==> src/bmidi_pkg.sv <==
`timescale 1ns / 1ps
// ----------------------------------------------------------------------------
// bmidi_pkg
// Shared types, codes and helpers of the BLE-MIDI packet decoder.
// ----------------------------------------------------------------------------
package bmidi_pkg;

   localparam logic [2:0] ERR_NONE       = 3'd0;
   localparam logic [2:0] ERR_HEADER     = 3'd1;
   localparam logic [2:0] ERR_SHORT      = 3'd2;
   localparam logic [2:0] ERR_TS_LAST    = 3'd3;
   localparam logic [2:0] ERR_STATUS     = 3'd4;
   localparam logic [2:0] ERR_INCOMPLETE = 3'd5;

   localparam logic [1:0] PH_WAIT      = 2'd0;
   localparam logic [1:0] PH_AFTER_HDR = 2'd1;
   localparam logic [1:0] PH_AFTER_TS  = 2'd2;
   localparam logic [1:0] PH_IN_PKT    = 2'd3;

   localparam logic [7:0] SYSEX_START = 8'hF0;
   localparam logic [7:0] SYSEX_END   = 8'hF7;
   localparam logic [7:0] REALTIME    = 8'hF8;

   typedef struct packed {
      logic [7:0]  midi_byte;
      logic        message_end;
      logic        sysex_part;
      logic [12:0] timestamp_ms;
      logic [2:0]  error_code;
   } bmidi_result_type;

   typedef struct packed {
      logic [1:0]       count;
      bmidi_result_type first_res;
      bmidi_result_type second_res;
   } bmidi_batch_type;

   function automatic logic [1:0] msg_len(input logic [7:0] s);
      logic [1:0] len;
      len = 2'd0;
      if (s[7]) begin
         priority if (s < 8'hC0) len = 2'd3;
         else if (s < 8'hE0) len = 2'd2;
         else if (s < 8'hF0) len = 2'd3;
         else begin
            unique case (s[3:0])
               4'h1, 4'h3: len = 2'd2;
               4'h2:       len = 2'd3;
               4'h6, 4'h7, 4'h8, 4'hA, 4'hB, 4'hC, 4'hE, 4'hF: len = 2'd1;
               default:    len = 2'd0;
            endcase
         end
      end
      return len;
   endfunction

   function automatic bmidi_result_type make_result(input logic [7:0] b, input logic e,
                                                    input logic sx, input logic [12:0] ts);
      bmidi_result_type r;
      r.midi_byte    = b;
      r.message_end  = e;
      r.sysex_part   = sx;
      r.timestamp_ms = ts;
      r.error_code   = ERR_NONE;
      return r;
   endfunction

endpackage

==> src/bmidi_parser.sv <==
`timescale 1ns / 1ps
// ----------------------------------------------------------------------------
// bmidi_parser
// Parse state and single-pass decode of one packet byte into up to two
// results.
// ----------------------------------------------------------------------------
module bmidi_parser import bmidi_pkg::*; (
   input  logic            clock,
   input  logic            reset,
   input  logic            advance,
   input  logic [7:0]      packet_byte,
   input  logic            packet_first,
   input  logic            packet_final,
   output bmidi_batch_type batch
);

   logic [5:0] ts_high_ff, ts_high_in;
   logic [6:0] ts_low_ff, ts_low_in;
   logic [7:0] running_ff, running_in;
   logic       restore_ff, restore_in;
   logic       sysex_ff, sysex_in;
   logic [1:0] left_ff, left_in;
   logic [1:0] phase_ff, phase_in;
   logic       seen_ff, seen_in;
   logic       drop_ff, drop_in;

   always_comb begin
      logic        fail;
      logic [2:0]  err;
      logic [1:0]  len;
      logic [12:0] ts;
      ts_high_in = ts_high_ff;
      ts_low_in  = ts_low_ff;
      running_in = running_ff;
      restore_in = restore_ff;
      sysex_in   = sysex_ff;
      left_in    = left_ff;
      phase_in   = phase_ff;
      seen_in    = seen_ff;
      drop_in    = drop_ff;
      fail       = 1'b0;
      err        = ERR_NONE;
      len        = 2'd0;
      ts         = {ts_high_ff, ts_low_ff};
      batch      = '0;

      if (packet_first) begin
         left_in = 2'd0;
         seen_in = 1'b0;
         drop_in = 1'b0;
         if (packet_byte[7:6] != 2'b10) begin
            fail = 1'b1;
            err  = ERR_HEADER;
         end else if (packet_final) begin
            fail = 1'b1;
            err  = ERR_SHORT;
         end else begin
            ts_high_in = packet_byte[5:0];
            ts_low_in  = 7'd0;
            phase_in   = PH_AFTER_HDR;
         end
      end else if (drop_ff) begin
         if (packet_final) begin
            drop_in  = 1'b0;
            phase_in = PH_WAIT;
         end
      end else if (phase_ff == PH_WAIT) begin
         phase_in = PH_WAIT;
      end else if (phase_ff == PH_AFTER_HDR && packet_final) begin
         fail = 1'b1;
         err  = ERR_SHORT;
      end else if (packet_byte[7] && phase_ff != PH_AFTER_TS) begin
         if (!sysex_ff && left_ff != 2'd0) begin
            fail = 1'b1;
            err  = ERR_INCOMPLETE;
         end else begin
            if (seen_ff && packet_byte[6:0] < ts_low_ff) begin
               ts_high_in = 6'(ts_high_ff + 6'd1);
            end
            ts_low_in = packet_byte[6:0];
            seen_in   = 1'b1;
            if (packet_final) begin
               fail = 1'b1;
               err  = ERR_TS_LAST;
            end else begin
               phase_in = PH_AFTER_TS;
            end
         end
      end else begin
         phase_in = PH_IN_PKT;
         if (packet_byte[7]) begin
            if (packet_byte >= REALTIME) begin
               if (msg_len(packet_byte) == 2'd0) begin
                  fail = 1'b1;
                  err  = ERR_STATUS;
               end else begin
                  batch.first_res = make_result(packet_byte, 1'b1, 1'b0, ts);
                  batch.count     = 2'd1;
               end
            end else if (packet_byte == SYSEX_START) begin
               sysex_in        = 1'b1;
               restore_in      = 1'b1;
               left_in         = 2'd0;
               batch.first_res = make_result(packet_byte, 1'b0, 1'b1, ts);
               batch.count     = 2'd1;
            end else if (packet_byte == SYSEX_END) begin
               sysex_in        = 1'b0;
               restore_in      = 1'b1;
               left_in         = 2'd0;
               batch.first_res = make_result(packet_byte, 1'b1, sysex_ff, ts);
               batch.count     = 2'd1;
            end else begin
               sysex_in = 1'b0;
               len      = msg_len(packet_byte);
               if (len == 2'd0) begin
                  fail = 1'b1;
                  err  = ERR_STATUS;
               end else begin
                  if (packet_byte < SYSEX_START) begin
                     running_in = packet_byte;
                     restore_in = 1'b0;
                  end else begin
                     restore_in = 1'b1;
                  end
                  left_in         = 2'(len - 2'd1);
                  batch.first_res = make_result(packet_byte, len == 2'd1, 1'b0, ts);
                  batch.count     = 2'd1;
               end
            end
         end else if (sysex_ff) begin
            batch.first_res = make_result(packet_byte, 1'b0, 1'b1, ts);
            batch.count     = 2'd1;
         end else if (left_ff != 2'd0) begin
            left_in         = 2'(left_ff - 2'd1);
            batch.first_res = make_result(packet_byte, left_ff == 2'd1, 1'b0, ts);
            batch.count     = 2'd1;
         end else begin
            len = msg_len(running_ff);
            if (len < 2'd2 || running_ff >= SYSEX_START) begin
               fail = 1'b1;
               err  = ERR_STATUS;
            end else begin
               left_in = 2'(len - 2'd2);
               if (restore_ff) begin
                  restore_in       = 1'b0;
                  batch.first_res  = make_result(running_ff, 1'b0, 1'b0, ts);
                  batch.second_res = make_result(packet_byte, len == 2'd2, 1'b0, ts);
                  batch.count      = 2'd2;
               end else begin
                  batch.first_res = make_result(packet_byte, len == 2'd2, 1'b0, ts);
                  batch.count     = 2'd1;
               end
            end
         end
         if (!fail && packet_final) begin
            phase_in = PH_WAIT;
            if (!sysex_in && left_in != 2'd0) begin
               restore_in = restore_ff;
               fail       = 1'b1;
               err        = ERR_INCOMPLETE;
            end
         end
      end

      if (fail) begin
         left_in                     = 2'd0;
         phase_in                    = PH_WAIT;
         drop_in                     = !packet_final;
         batch                       = '0;
         batch.count                 = 2'd1;
         batch.first_res.error_code  = err;
      end
   end

   always_ff @(posedge clock) begin
      if (reset) begin
         ts_high_ff <= '0;
         ts_low_ff  <= '0;
         running_ff <= '0;
         restore_ff <= 1'b0;
         sysex_ff   <= 1'b0;
         left_ff    <= '0;
         phase_ff   <= PH_WAIT;
         seen_ff    <= 1'b0;
         drop_ff    <= 1'b0;
      end else if (advance) begin
         ts_high_ff <= ts_high_in;
         ts_low_ff  <= ts_low_in;
         running_ff <= running_in;
         restore_ff <= restore_in;
         sysex_ff   <= sysex_in;
         left_ff    <= left_in;
         phase_ff   <= phase_in;
         seen_ff    <= seen_in;
         drop_ff    <= drop_in;
      end
   end

endmodule

==> src/bmidi_rsp_buf.sv <==
`timescale 1ns / 1ps
// ----------------------------------------------------------------------------
// bmidi_rsp_buf
// Two-entry result register; drains one result per transaction.
// ----------------------------------------------------------------------------
module bmidi_rsp_buf import bmidi_pkg::*; (
   input  logic             clock,
   input  logic             reset,
   input  logic             load,
   input  bmidi_batch_type  batch,
   output logic             free,
   output logic             rsp_valid,
   input  logic             rsp_stall,
   output bmidi_result_type rsp_data
);

   logic [1:0]       count_ff, count_in;
   bmidi_result_type slot0_ff, slot0_in;
   bmidi_result_type slot1_ff, slot1_in;
   logic             take;

   assign rsp_valid = count_ff != 2'd0;
   assign take      = rsp_valid && !rsp_stall;
   assign free      = count_ff == 2'd0 || (count_ff == 2'd1 && !rsp_stall);
   assign rsp_data  = slot0_ff;

   always_comb begin
      count_in = count_ff;
      slot0_in = slot0_ff;
      slot1_in = slot1_ff;
      if (load) begin
         count_in = batch.count;
         slot0_in = batch.first_res;
         slot1_in = batch.second_res;
      end else if (take) begin
         if (count_ff == 2'd2) begin
            count_in = 2'd1;
            slot0_in = slot1_ff;
         end else begin
            count_in = 2'd0;
         end
      end
   end

   always_ff @(posedge clock) begin
      if (reset) begin
         count_ff <= '0;
      end else begin
         count_ff <= count_in;
      end
   end

   always_ff @(posedge clock) begin
      slot0_ff <= slot0_in;
      slot1_ff <= slot1_in;
   end

endmodule

==> src/ble_midi_packet_decoder.sv <==
`timescale 1ns / 1ps
// ----------------------------------------------------------------------------
// ble_midi_packet_decoder
// BLE-MIDI packet bytes in, plain MIDI bytes with timestamps out.
// ----------------------------------------------------------------------------
// Input channel req_*: one packet byte per transaction, with header and
// last-byte marks. Output channel rsp_*: one MIDI byte or one error report
// per transaction. Both channels use valid/stall.
// A byte is held in the input register, decoded in one pass against the
// parser state and written to a two-entry result register. A byte gives
// zero, one or two results; two only when a running status byte is
// restored. A result passes the input register, then the result register.
// Throughput is one byte per cycle while the receiver does not stall; a
// byte with two results holds the next byte back, as the single output port
// drains the result register. A byte with no result still waits until the
// result register can load. When the receiver stalls, the result register
// holds and the input register fills, after which req_stall rises.
// Reset clears the parser state to waiting for a packet header and empties
// both registers.
// ----------------------------------------------------------------------------
module ble_midi_packet_decoder import bmidi_pkg::*; (
   input  logic        clock,
   input  logic        reset,
   input  logic        req_valid,
   output logic        req_stall,
   input  logic [7:0]  req_packet_byte,
   input  logic        req_packet_first,
   input  logic        req_packet_final,
   output logic        rsp_valid,
   input  logic        rsp_stall,
   output logic [7:0]  rsp_midi_byte,
   output logic        rsp_message_end,
   output logic        rsp_sysex_part,
   output logic [12:0] rsp_timestamp_ms,
   output logic [2:0]  rsp_error_code
);

   logic             in_valid_ff, in_valid_in;
   logic [7:0]       in_byte_ff;
   logic             in_first_ff;
   logic             in_final_ff;
   logic             accept;
   logic             advance;
   logic             buf_free;
   bmidi_batch_type  batch;
   bmidi_result_type rsp_data;

   assign advance   = in_valid_ff && buf_free;
   assign req_stall = in_valid_ff && !buf_free;
   assign accept    = req_valid && !req_stall;

   always_comb begin
      in_valid_in = in_valid_ff;
      if (accept) begin
         in_valid_in = 1'b1;
      end else if (advance) begin
         in_valid_in = 1'b0;
      end
   end

   always_ff @(posedge clock) begin
      if (reset) begin
         in_valid_ff <= 1'b0;
      end else begin
         in_valid_ff <= in_valid_in;
      end
   end

   always_ff @(posedge clock) begin
      if (accept) begin
         in_byte_ff  <= req_packet_byte;
         in_first_ff <= req_packet_first;
         in_final_ff <= req_packet_final;
      end
   end

   bmidi_parser u_parser (
      .clock        (clock),
      .reset        (reset),
      .advance      (advance),
      .packet_byte  (in_byte_ff),
      .packet_first (in_first_ff),
      .packet_final (in_final_ff),
      .batch        (batch)
   );

   bmidi_rsp_buf u_rsp_buf (
      .clock     (clock),
      .reset     (reset),
      .load      (advance),
      .batch     (batch),
      .free      (buf_free),
      .rsp_valid (rsp_valid),
      .rsp_stall (rsp_stall),
      .rsp_data  (rsp_data)
   );

   assign rsp_midi_byte    = rsp_data.midi_byte;
   assign rsp_message_end  = rsp_data.message_end;
   assign rsp_sysex_part   = rsp_data.sysex_part;
   assign rsp_timestamp_ms = rsp_data.timestamp_ms;
   assign rsp_error_code   = rsp_data.error_code;

   a_error_clean: assert property (@(posedge clock) disable iff (reset)
      rsp_valid && rsp_error_code != ERR_NONE |->
         rsp_midi_byte == 8'd0 && !rsp_message_end && !rsp_sysex_part &&
         rsp_timestamp_ms == 13'd0)
      else $error("error result carries payload");

   a_error_range: assert property (@(posedge clock) disable iff (reset)
      rsp_valid |-> rsp_error_code <= ERR_INCOMPLETE)
      else $error("error code out of range");

   a_sysex_close: assert property (@(posedge clock) disable iff (reset)
      rsp_valid && rsp_sysex_part && rsp_message_end |-> rsp_midi_byte == SYSEX_END)
      else $error("sysex message ends on a byte other than F7");

   a_reset_empty: assert property (@(posedge clock)
      reset |=> !rsp_valid && !req_stall)
      else $error("transaction pending after reset");

endmodule

==> config.mk <==
export PLATFORM = sky130hd
export DESIGN_NAME = ble_midi_packet_decoder
export DESIGN_NICKNAME = d
export VERILOG_FILES = /design/src/bmidi_pkg.sv /design/src/bmidi_parser.sv /design/src/bmidi_rsp_buf.sv /design/src/ble_midi_packet_decoder.sv
export SDC_FILE = /design/constraint.sdc
export NUM_CORES = 1
export LEC_CHECK = 0
export BUFFER_PORTS_ARGS = -buffer_cell sky130_fd_sc_hd__buf_2
export CAP_MARGIN = 20
export CORE_ASPECT_RATIO = 1.75
export CORE_MARGIN = 4
export CORE_UTILIZATION = 26
export DETAILED_ROUTE_END_ITERATION = 6
export PLACE_DENSITY_LB_ADDON = 0.2
export SYNTH_ARGS = -nofsm -noshare
export SYNTH_HDL_FRONTEND = slang
export SYNTH_SLANG_ARGS = --single-unit
==> constraint.sdc <==
create_clock -name clock -period 5.6 [get_ports clock]
set_clock_uncertainty 0.2 [all_clocks]
set_input_delay 0.28 -clock clock [delete_from_list [all_inputs] [get_ports clock]]
set_output_delay 0.28 -clock clock [all_outputs]
set_load 0.01 [all_outputs]
# Yosys cells after proc, flatten, opt, wreduce, memory -nomap -nowiden

Memory sizes are Yosys's and may differ from the RTL's. A register that Yosys moved wholly into a read port is not among the register bits.
Index checks and enable logic that the tools add are counted.

$lt $le $gt $ge: 10
$add $sub $neg: 4
Bitwise gates (word level): 10
Equal/unequal tests: 27
Reduce and logical (&&, ||, !) cells: 43
Muxes and demuxes: 187

Operator list:

| kind                 | count |
|---|---|
| $mux W54             | 7 |
| $mux W28             | 7 |
| $mux W26             | 6 |
| $mux W2              | 69 |
| $mux W1              | 56 |
| $mux W7              | 8 |
| $mux W27             | 2 |
| $mux W3              | 18 |
| $mux W6              | 9 |
| $lt A8 B8 Y1 const B | 6 |
| $mux W25             | 1 |
| $ne A2 B2 Y1 const B | 9 |
| $eq A8 B8 Y1 const B | 2 |
| $ge A8 B8 Y1 const B | 2 |
| $mux W4              | 4 |
| $reduce_bool A2 Y1   | 8 |
| $ne A3 B3 Y1 const B | 5 |
| $reduce_and A7 Y1    | 2 |
| $reduce_and A12 Y1   | 1 |
| $reduce_and A6 Y1    | 2 |
| $logic_and A1 B1 Y1  | 11 |
| $reduce_or A11 Y1    | 1 |
| $ne A5 B3 Y1 const B | 2 |
| $not A1 Y1           | 10 |
| 18 further kinds     | 33 |

Bits of input ports: 14
Register bits after elaboration: 94
Word-level logic and storage cells: 309
Bits in read-only memories: 96
Memories kept: 3

Memories:

| memory          | words | width | rd ports | clocked after Yosys merged registers in | write ports | line            | RTL |
|---|---|---|---|---|---|---|---|
| (no name shown) | 16    | 2     | 1        | 1                                       | 0           | bmidi_pkg.sv:46 | `unique case (s[3:0])` |
| (no name shown) | 16    | 2     | 1        | 1                                       | 0           | bmidi_pkg.sv:46 |  |
| (no name shown) | 16    | 2     | 1        | 1                                       | 0           | bmidi_pkg.sv:46 |  |

# Depth between registers and ports, before layout

Gate-level depths: netlist of the first run.

Depth after elaboration: 35
Gate-level depth with buffers: 9
Gate-level depth less buffers: 8

# Hierarchy

A second synthesis of the first run with hierarchy kept.

Cells, all modules: 481
Area, all modules: 5,028.6 um^2

By module, submodules not included:

| module                  | area each (um^2) | times used | cells each |
|---|---|---|---|
| bmidi_parser            | 2,695.1          | 1          | 373 |
| bmidi_rsp_buf           | 1,976.9          | 1          | 93 |
| ble_midi_packet_decoder | 356.6            | 1          | 15 |

# Worst setup path after synthesis of the first run

OpenSTA, ideal clock, no wires.

Kind: register -> register
Start: register u_rsp_buf.count_ff[1]
End: register u_parser.ts_high_ff[2]
Data arrival time: 2.261 ns
Setup slack: 3.022 ns
Cell stages (with the launch flop): 9
Setup time: 0.117 ns
Data required time: 5.283 ns
Cells stage by stage: dfxtp_1 -> nand2b_4 -> nand2b_4 -> buf_6 -> inv_1 -> o211ai_2 -> a21oi_2 -> o21ai_0 -> a32o_1

Longest elaborated chain between the ends: 5
Elaborated cells on any way between the ends: 6

Ends and longest elaborated chain:

| item                            | line                          | RTL |
|---|---|---|
| start: declaration              | bmidi_rsp_buf.sv:17           | `logic [1:0] count_ff, count_in;` |
| start signal: assignment        | bmidi_rsp_buf.sv:49           | `count_ff <= count_in;` |
| $eq A2 B1 Y1                    | bmidi_rsp_buf.sv:24           | `assign free = count_ff == 2'd0 \|\| (count_ff == 2'd1 && !rsp_stall);` |
| $logic_and A1 B1 Y1             | bmidi_rsp_buf.sv:24           |  |
| $logic_or A1 B1 Y1 (*)          | bmidi_rsp_buf.sv:24           |  |
| $logic_and A1 B1 Y1 (*)         | ble_midi_packet_decoder.sv:48 | `assign advance = in_valid_ff && buf_free;` |
| net advance                     | ble_midi_packet_decoder.sv:43 | `logic advance;` |
| $reduce_and A9 Y1 (no line) (*) | n/a                           |  |
| end signal: assignment          | bmidi_parser.sv:187           | `ts_high_ff <= ts_high_in;` |
| end: declaration                | bmidi_parser.sv:17            | `logic [5:0] ts_high_ff, ts_high_in;` |

Mark *: on every way through the listed nets, which the timed path passes. The rest lies on a longest branch.
A chain may end at the register's enable or synchronous reset.

==> flow_summary.yaml, run 1 <==
cts:
  clkSinkCount: 93
  cts_tree: "yes"
  insertion_delay_ns: 0.35
  cts_root_buffer: "clkbuf_16"
  cts.clk_slew.worst_paths_ns: 0.07
  cts_resized: 0
  clockBufferDepth: 2
  cts_buffers: 9
  cts_max_level: 3
floorplanning:
  io_pins: 42
  die_width_um: 111
  std_cell_rows: 65
  die_h_um: 188
  coreArea_mm2: 0.0181
  initial_core_util: 0.267
  die-area_mm2: 0.0209
placed_design:
  gp_congestion: 0.894
  dpl.hpwl_um: 10300
  place_area_mm2: 0.00523
  numPortBuffers: 41
  post-place-ws_ns: 2.25
synthesis:
  ys_types: 68
  syn_avg_cell_area_um2: 10.3
  yosys.area.top_type: "edfxtp_1"
  synth_area_leaders: "edfxtp_1 (35%), dfxtp_1 (15%), a22o_1 (3.6%)"
  async_flop_share: 0
  ys_warn_count: 0
  syn_inst: 472
  synth_seq_cells: 93
  syn_area_mm2: 0.00484
  synth_edf_count: 57
  ys_seq_area_frac: 0.503
  syn-num-nets: 493
  synth_top_area_frac: 0.354
  ys.flop_type: "edfxtp_1"
sta:
  rsz0062_at_grt: "no"
  slew_viol_final: 0
  worst_slack_ns: 2.17
  fin_tns_setup_ns: 0
  relSlewSlack: 0.428
  worstMarginPinSlew_ns: 0.858
  finalSetupViolCount: 0
  period_share: 0.612
  fmax_mhz: 292
  period_needed_ns: 3.43
  hold_viol_final: 0
layout:
  final_area_mm2: 0.00561
  n_antenna_cell: 0
  utilization: 0.309
  area_delta_synth_final_pct: 16.0
  layout.nets: 532
  drive_gt1_frac: 0.169
pwr:
  ir_worst_vdd_v: 0.000116
  netSwitchingFraction: 0.253
  p_int_mw: 1.11
  power.switching_uw: 375
  power_leakage_nw: 2.01
  p_seq_frac: 0.524
  pwr_density_cell_mw_per_mm2: 264
  power_frac_comb: 0.092
  pwr-share-clk: 0.384
detailed_routing:
  ant_nets: 0
  routed_wirelength_um: 13800
  via_per_inst: 5.19
  drcViolationCount: 0
  drt_iter0_markers: 273
  via_count: 3889
  wl_per_cell_um: 18.5
  first_pass_iters: 4
global_routing:
  grt-busiest-layer: "met2"
  grt_start_max_net_pins: 38
  grt-ovfl-total: 0
  use_met2: 0.247
  first_global_vias: 3815
  grt_pass1_wl_um: 21800
  grt_util_met3: 0.0238
  grt_use_met1: 0.138
  grt_usage: 0.135
  antenna_found_initial: 0
critical_path:
  startpoint_type: "flop"
  crit_fanout: 18
  worstSetupEndpointType: "flop"
  critPathLaunch: "in_byte_ff[5]"
  cp.required_ns: 5.62
  rrSetupSlack_ns: 2.17
  crit_type: "flop to flop"
  cp_data_arrival_time_ns: 3.44
  timing.rr.start: "in_byte_ff[5]"
outcome:
  status: "completed"
min_path:
  worstHoldStart: "rsp_stall"
  worstHoldPathType: "primary input to flop"
job:
  maxCapViolCount: 0
-- cells in the mapped netlist, types with 7 or more instances --
library cell and instances:
a31oi_1 8, clkbuf_1 15, nand2_1 32, a21oi_1 24, edfxtp_1 57, nor2_1 44, and2_1 22, dfxtp_1 36
a22oi_1 12, nand2b_1 9, buf_4 7, nor3_1 7, inv_1 23, ha_1 7, nand3_1 8, o21ai_0 23
o22ai_1 7, a22o_1 20
-- placed cells by master (no fill, tap or decap), drive strengths merged, types with 5 or more instances in the layout --
cell type    instances
a21oi               25
a22o                20
a22oi               12
a31oi                8
a32o                 5
and2                22
and3                 5
buf                 48
clkbuf               9
dfxtp               36
dlygate4sd3         11
edfxtp              57
ha                   7
inv                 26
mux2i                8
nand2               32
nand2b              11
nand3                8
nor2                46
nor2b                6
nor3                 7
nor4                 5
o211ai               7
o21ai               25
o22ai                7
o31ai                5
-- per-layer routing --
metal	up-vias	share of wire
li1	1847	-
met4	0	0.054
met2	117	0.54
met1	1890	0.37
met5	-	0
met3	35	0.037
-- worst max-delay path, stage by stage (launching register included) --
cell and delay (ns):
edfxtp_1 0.72, nand4_4 0.26, nor4_1 0.62, a21oi_1 0.21, nand4_1 0.18, o2111a_1 0.68, o21a_1 0.27, a22o_1 0.15
-- worst paths after layout --
path,end,cells after the start
min,u_rsp_buf.count_ff[1],3
max reg2reg,u_rsp_buf.rsp_data[20],7
min reg2reg,u_parser.seen_ff,2
max,u_rsp_buf.rsp_data[20],7
-- cells by family (layout without fill, tap and decap cells) --
kind of cell    Yosys count  after routing  share of synthesized area
fa+ha+maj                 7              7                     0.0181
simple gates            162            162                      0.179
flops                    93             93                      0.503
compound gates          148            148                      0.224
buf+inv                  54             97                     0.0517
mux                       8              8                     0.0243
-- power groups by stage --
stage / combinational [mW] / sequential (mW) / clock [mW]
4_1_cts: 0.137 / 0.777 / 0.590
6_report: 0.136 / 0.777 / 0.569
3_3_place_gp: 0.131 / 0.791 / 0
5_1_grt: 0.151 / 0.780 / 0.615
3_5_place_dp: 0.131 / 0.792 / 0
2_1_floorplan: 0.0892 / 0.784 / 0
-- per-stage QoR --
| step | std cells | power (mW) | hold WS [ns] |
|---|---|---|---|
| global route | 749 | 1.55 | 0.105 |
| detailed placement | 723 | 0.923 | 0.258 |
| finish | 749 | 1.48 | 0.0799 |
| floorplan | 472 | 0.873 | 0.179 |
| global placement | 723 | 0.921 | 0.256 |
| CTS | 749 | 1.50 | 0.0742 |
-- state kept, by name, indices dropped and copies added, names as in the netlist, named ones only --
name,cells
u_parser.restore_ff,1
u_rsp_buf.rsp_data,26
u_parser.seen_ff,1
u_parser.sysex_ff,1
u_rsp_buf.count_ff,2
in_first_ff,1
in_valid_ff,1
u_rsp_buf.slot1_ff,21
in_final_ff,1
u_parser.phase_ff,2
u_parser.left_ff,2
u_parser.ts_low_ff,7
u_parser.ts_high_ff,6
in_byte_ff,8
u_parser.drop_ff,1
u_parser.running_ff,8
-- area by class of cell --
cell class / count / area [µm²]
well taps: 234 / 293
clock inverters: 6 / 46.3
inverters: 23 / 86.3
fillers: 1880 / 12500
repair buffers: 59 / 368
multi-input cells: 325 / 2160
flip-flops and latches: 93 / 2430
clock buffers: 9 / 225
-- repair_timing --
action | CTS | global route
hold endpoints to repair | 11 | 0
buffers inserted | 0 | 0
hold buffers | 11 | 0
Power figures use the tool's default switching activity.
==> inputs of run 2 (changes only) <==
==> constraint.sdc (replaced) <==
create_clock -name clock -period 3.5 [get_ports clock]
set_clock_uncertainty 0.2 [all_clocks]
set_input_delay 0.175 -clock clock [delete_from_list [all_inputs] [get_ports clock]]
set_output_delay 0.175 -clock clock [all_outputs]
set_load 0.01 [all_outputs]
==> run 2 against run 1 <==
Cell count is 1.6% higher; hold slack better by 0.00078 ns; highest routed layer unchanged; flip-flop and latch count stayed put; critical path depth stayed put; cell area is 2.2% higher.
==> flow_summary.yaml, run 2 (synthesis results as in run 1) <==
pwr:
  p_seq_frac: 0.502
  ir_worst_vdd_v: 0.000249
  p_int_mw: 1.85
  pwr_density_cell_mw_per_mm2: 431
  finalPower_mw: 2.47
  netSwitchingFraction: 0.249
  power_leakage_nw: 2.08
  power.switching_uw: 616
  pwr-share-clk: 0.404
  power_frac_comb: 0.094
cts:
  cts_buffers: 9
  hold_buffers: 12
  clkSinkCount: 93
  cts_tree: "yes"
  cts_root_buffer: "clkbuf_16"
  cts.clk_slew.worst_paths_ns: 0.07
  postCtsSetupBuffers: 0
  insertion_delay_ns: 0.34
  cts_max_level: 3
  cts_resized: 0
  clockBufferDepth: 2
critical_path:
  worstSetupEndpointType: "flop"
  crit_type: "flop to flop"
  cp.required_ns: 3.40
  crit_fanout: 12
  startpoint_type: "flop"
  rrSetupSlack_ns: 0.43
  cp_data_arrival_time_ns: 2.97
placed_design:
  dpl.hpwl_um: 10700
  place_area_mm2: 0.00532
  gp_congestion: 0.906
  numPortBuffers: 41
layout:
  largest_reg_flops: 26
  layout.nets: 543
  nFillCells: 1867
  final_area_mm2: 0.00574
  drive_gt1_frac: 0.186
  layout_common_cells: "edfxtp_1 (57), nor2_1 (44), buf_2 (41)"
  area_delta_synth_final_pct: 18.6
  n_antenna_cell: 0
  final_common_cell: "edfxtp_1"
detailed_routing:
  drt_iter0_markers: 360
  via_count: 3957
  via_per_inst: 5.20
  routed_wirelength_um: 14000
  first_pass_iters: 6
  drcViolationCount: 0
  wl_per_cell_um: 18.4
  ant_nets: 0
sta:
  finalSetupViolCount: 0
  period_share: 0.877
  relSlewSlack: 0.586
  hold_viol_final: 0
  slew_viol_final: 0
  rsz0062_at_grt: "no"
  period_needed_ns: 3.07
  fmax_mhz: 326
  worstMarginPinSlew_ns: 0.621
  fin_tns_setup_ns: 0
floorplanning:
  std_cell_rows: 65
  die_width_um: 111
  initial_core_util: 0.267
  die-area_mm2: 0.0209
  coreArea_mm2: 0.0181
  die_h_um: 188
  io_pins: 42
global_routing:
  antenna_found_initial: 0
  grt_usage: 0.135
  grt_start_max_net_pins: 32
  grt_pass1_wl_um: 22200
  first_global_vias: 3938
  grt-ovfl-total: 0
min_path:
  worstHoldPathType: "primary input to flop"
job:
  maxCapViolCount: 0
outcome:
  status: "completed"
==> run 2: power by group through the flow <==
stage,clock network (mW),logic [mW],registers [mW]
2_1_floorplan,0,0.143,1.25
3_3_place_gp,0,0.220,1.26
3_5_place_dp,0,0.222,1.26
4_1_cts,1.02,0.233,1.24
5_1_grt,1.07,0.256,1.24
6_report,0.998,0.233,1.24
==> run 2: cell type report <==
cell class / count / area, µm² / share of cell area
inverter: 23 / 86.3 / 0.0150
timing repair buffer: 70 / 465 / 0.0811
tap: 234 / 293 / 0.0510
clock buffer: 10 / 229 / 0.0399
clock inverter: 6 / 68.8 / 0.0120
multi-input combinational: 325 / 2160 / 0.377
sequential: 93 / 2430 / 0.424
==> run 2: path summary, 6_finish.rpt <==
| check | start | end | cells past startpoint |
|---|---|---|---|
| worst min register to register | u_rsp_buf.slot1_ff[5] | u_rsp_buf.rsp_data[5] | 1 |
| worst max register to register | in_byte_ff[4] | u_rsp_buf.rsp_data[20] | 7 |
| worst min-delay path | reset | u_parser.running_ff[4] | 2 |
| worst max-delay path | in_byte_ff[4] | u_rsp_buf.rsp_data[20] | 7 |
==> run 2: stage by stage <==
stage / std cells / worst slack, ns / hold slack, ns / util
final: 761 / 0.431 / 0.0807 / 0.316
after global routing: 761 / 0.202 / 0.0964 / 0.316
after CTS: 761 / 0.474 / 0.0737 / 0.316
after detailed placement: 733 / 0.478 / 0.155 / 0.293
after global placement: 733 / 0.497 / 0.155 / 0.293
after floorplan: 472 / 0.922 / 0.0739 / -
==> run 2: critical path, stage by stage (launching register included) <==
cell and delay (ns):
edfxtp_1 0.67, nand4_4 0.23, nor4_1 0.37, o2111ai_1 0.26
o211a_2 0.23, o2111a_1 0.41, o21a_1 0.23, a22o_1 0.21
==> run 2: per-layer routing <==
layer | vias to the layer above | GRT usage | routed length (µm)
met5 | - | 0 | 0
met3 | 59 | 0.0190 | 552
met4 | 0 | 0.0913 | 896
met1 | 1882 | 0.140 | 5020
li1 | 1871 | - | -
met2 | 145 | 0.250 | 7530
==> inputs of run 3 (changes only) <==
--- a/config.mk
+++ b/config.mk
@@ -14,4 +14,5 @@
 export PLACE_DENSITY_LB_ADDON = 0.2
 export SYNTH_ARGS = -nofsm -noshare
 export SYNTH_HDL_FRONTEND = slang
+export SYNTH_HIERARCHICAL = 1
 export SYNTH_SLANG_ARGS = --single-unit
==> run 3 against run 2 <==
Routed wire length shrank 1.8%; sequential power is essentially flat; synthesized area grew 3.9%; highest routed layer unchanged; total power grew 4.9%; combinational power grew 12%; critical endpoint is now u_rsp_buf/rsp_data[20]; sequential share of layout area shrank 0.59 points.
==> flow_summary.yaml, run 3 <==
outcome:
  status: "completed"
synthesis:
  synth_xor_area_frac: 0
  synth_top_area_frac: 0.370
  synth_edf_count: 62
  synth_top_family_by_area: "simple AND/OR/NAND/NOR gates"
  syn_area_mm2: 0.00503
  synth-adder-area-share: 0.0174
  synth-simple-area-share: 0.182
  ys_warn_count: 6
  synth_compound_area_frac: 0.163
  async_flop_share: 0
  syn_avg_cell_area_um2: 10.5
  ys_types: 71
  syn_inst: 481
  yosysMostFrequentCell: "edfxtp_1"
  ys.flop_type: "edfxtp_1"
  synthTopCellsByCount: "edfxtp_1 (62), nor2_1 (47), dfxtp_1 (33), a21oi_1 (32), and2_1 (28)"
  synth_seq_cells: 95
  synth.area.mux_share: 0.0821
  yosys.area.top_type: "edfxtp_1"
  synth_area_leaders: "edfxtp_1 (37%), dfxtp_1 (13%), mux2_2 (6.0%)"
  ys_seq_area_frac: 0.502
global_routing:
  grt-ovfl-total: 0
  use_met2: 0.244
  first_global_vias: 3934
  antenna_found_initial: 0
  grt_usage: 0.131
  grt-busiest-layer: "met2"
  grt_util_met3: 0.0161
  grt_start_max_net_pins: 64
  grt_use_met1: 0.143
  grt_pass1_wl_um: 21900
critical_path:
  r2r-end: "u_rsp_buf/rsp_data[20]"
  cp.required_ns: 3.52
  reg2reg_depth: 10
  worstSetupEndpointType: "flop"
  crit_fanout: 14
  crit_type: "flop to flop"
  cp_data_arrival_time_ns: 3.26
  startpoint_type: "flop"
  rrSetupSlack_ns: 0.27
  timing.rr.start: "in_byte_ff[7]"
layout:
  final_common_cell: "edfxtp_1"
  area_delta_synth_final_pct: 20.0
  nFillCells: 1989
  drive_gt1_frac: 0.236
  n_antenna_cell: 0
  register_area_mm2: 0.00252
  layout.nets: 559
  multi_input_area_mm2: 0.00226
  layout_common_cells: "edfxtp_1 (62), nor2_1 (47), buf_2 (41)"
detailed_routing:
  first_pass_iters: 6
  via_per_inst: 4.85
  drt_iter0_markers: 306
  wl_per_cell_um: 17.5
  routed_wirelength_um: 13700
  drcViolationCount: 0
  via_count: 3799
  ant_nets: 0
pwr:
  p_seq_frac: 0.487
  pwr_density_cell_mw_per_mm2: 429
  netSwitchingFraction: 0.237
  p_int_mw: 1.98
  power_frac_comb: 0.101
  power_leakage_nw: 2.21
  power.switching_uw: 615
  ir_worst_vdd_v: 0.000243
  pwr-share-clk: 0.412
min_path:
  hold_depth: 2
  worstHoldStart: "reset"
  worstHoldPathType: "primary input to flop"
  min_to: "u_parser/running_ff[0]"
floorplanning:
  die_h_um: 192
  std_cell_rows: 67
  die-area_mm2: 0.0217
  die_width_um: 113
  coreArea_mm2: 0.0191
  initial_core_util: 0.263
  io_pins: 42
cts:
  cts_tree: "yes"
  cts_resized: 0
  cts.clk_slew.worst_paths_ns: 0.07
  cts_max_level: 3
  cts_buffers: 9
  clockBufferDepth: 2
  hold_buffers: 12
  clkSinkCount: 95
  insertion_delay_ns: 0.35
  cts_root_buffer: "clkbuf_16"
  postCtsSetupBuffers: 0
sta:
  relSlewSlack: 0.417
  fmax_mhz: 309
  period_needed_ns: 3.23
  timing.hold.ws_ns: 0.0935
  hold_viol_final: 0
  slew_viol_final: 0
  fin_tns_setup_ns: 0
  worstMarginPinSlew_ns: 0.872
  finalSetupViolCount: 0
  period_share: 0.924
  rsz0062_at_grt: "no"
job:
  maxCapViolCount: 0
placed_design:
  dpl.hpwl_um: 10100
  numPortBuffers: 41
  gp_congestion: 0.922
-- run 3: stage by stage --
stage | total power [mW] | cells | instance area [µm²] | setup WS, ns | utilization
floorplan | 1.44 | 485 | 5040 | 0.472 | -
global placement | 1.54 | 756 | 5590 | 0.349 | 0.293
detailed placement | 1.54 | 756 | 5590 | 0.287 | 0.293
CTS | 2.64 | 784 | 6030 | 0.286 | 0.316
global route | 2.71 | 784 | 6030 | 0.0474 | 0.316
finish | 2.59 | 784 | 6030 | 0.265 | 0.316
-- run 3: cell type report --
type,count,area share
Multi-Input combinational cell,335,0.374
Inverter,20,0.0124
Sequential cell,95,0.418
Timing Repair Buffer,77,0.0921
Clock inverter,6,0.0153
Tap cell,241,0.0500
Clock buffer,10,0.0380
-- run 3: logic make-up after synthesis --
group,count (synthesis)
buffers and inverters,55
adder cells (fa/ha/maj),7
flip-flops,95
AND/OR/NAND/NOR,171
other,1
AO/OA/AOI/OAI,117
multiplexers,35
-- run 3: worst max-delay path by stage --
stage,from,to,slack [ns]
floorplan,u_rsp_buf/count_ff[0],flop,0.47
global placement,in_byte_ff[3],u_rsp_buf/rsp_data[20],0.35
detailed placement,in_byte_ff[7],u_rsp_buf/rsp_data[20],0.29
CTS,in_byte_ff[7],u_rsp_buf/rsp_data[20],0.29
global route,in_byte_ff[2],u_rsp_buf/rsp_data[20],0.05
finish,in_byte_ff[7],u_rsp_buf/rsp_data[20],0.27
-- run 3: metal layers --
metal	wire (µm)	vias to the layer above
met4	570	0
met5	0	-
li1	-	1863
met1	5340	1795
met3	440	37
met2	7400	104
-- run 3: worst max-delay path, stage by stage (launching register included) --
cell	delay, ns
edfxtp_1	0.59
nand2b_1	0.14
buf_4	0.17
nor4b_2	0.46
o311a_1	0.27
o31ai_2	0.09
a21o_1	0.24
a21o_1	0.21
buf_12	0.15
a211oi_1	0.34
mux2_2	0.23
-- run 3: power groups by stage --
stage | clock (mW) | combinational, mW | sequential (mW)
6_report | 1.07 | 0.262 | 1.26
5_1_grt | 1.15 | 0.289 | 1.27
4_1_cts | 1.11 | 0.266 | 1.26
3_5_place_dp | 0 | 0.254 | 1.29
3_3_place_gp | 0 | 0.255 | 1.29
2_1_floorplan | 0 | 0.161 | 1.28
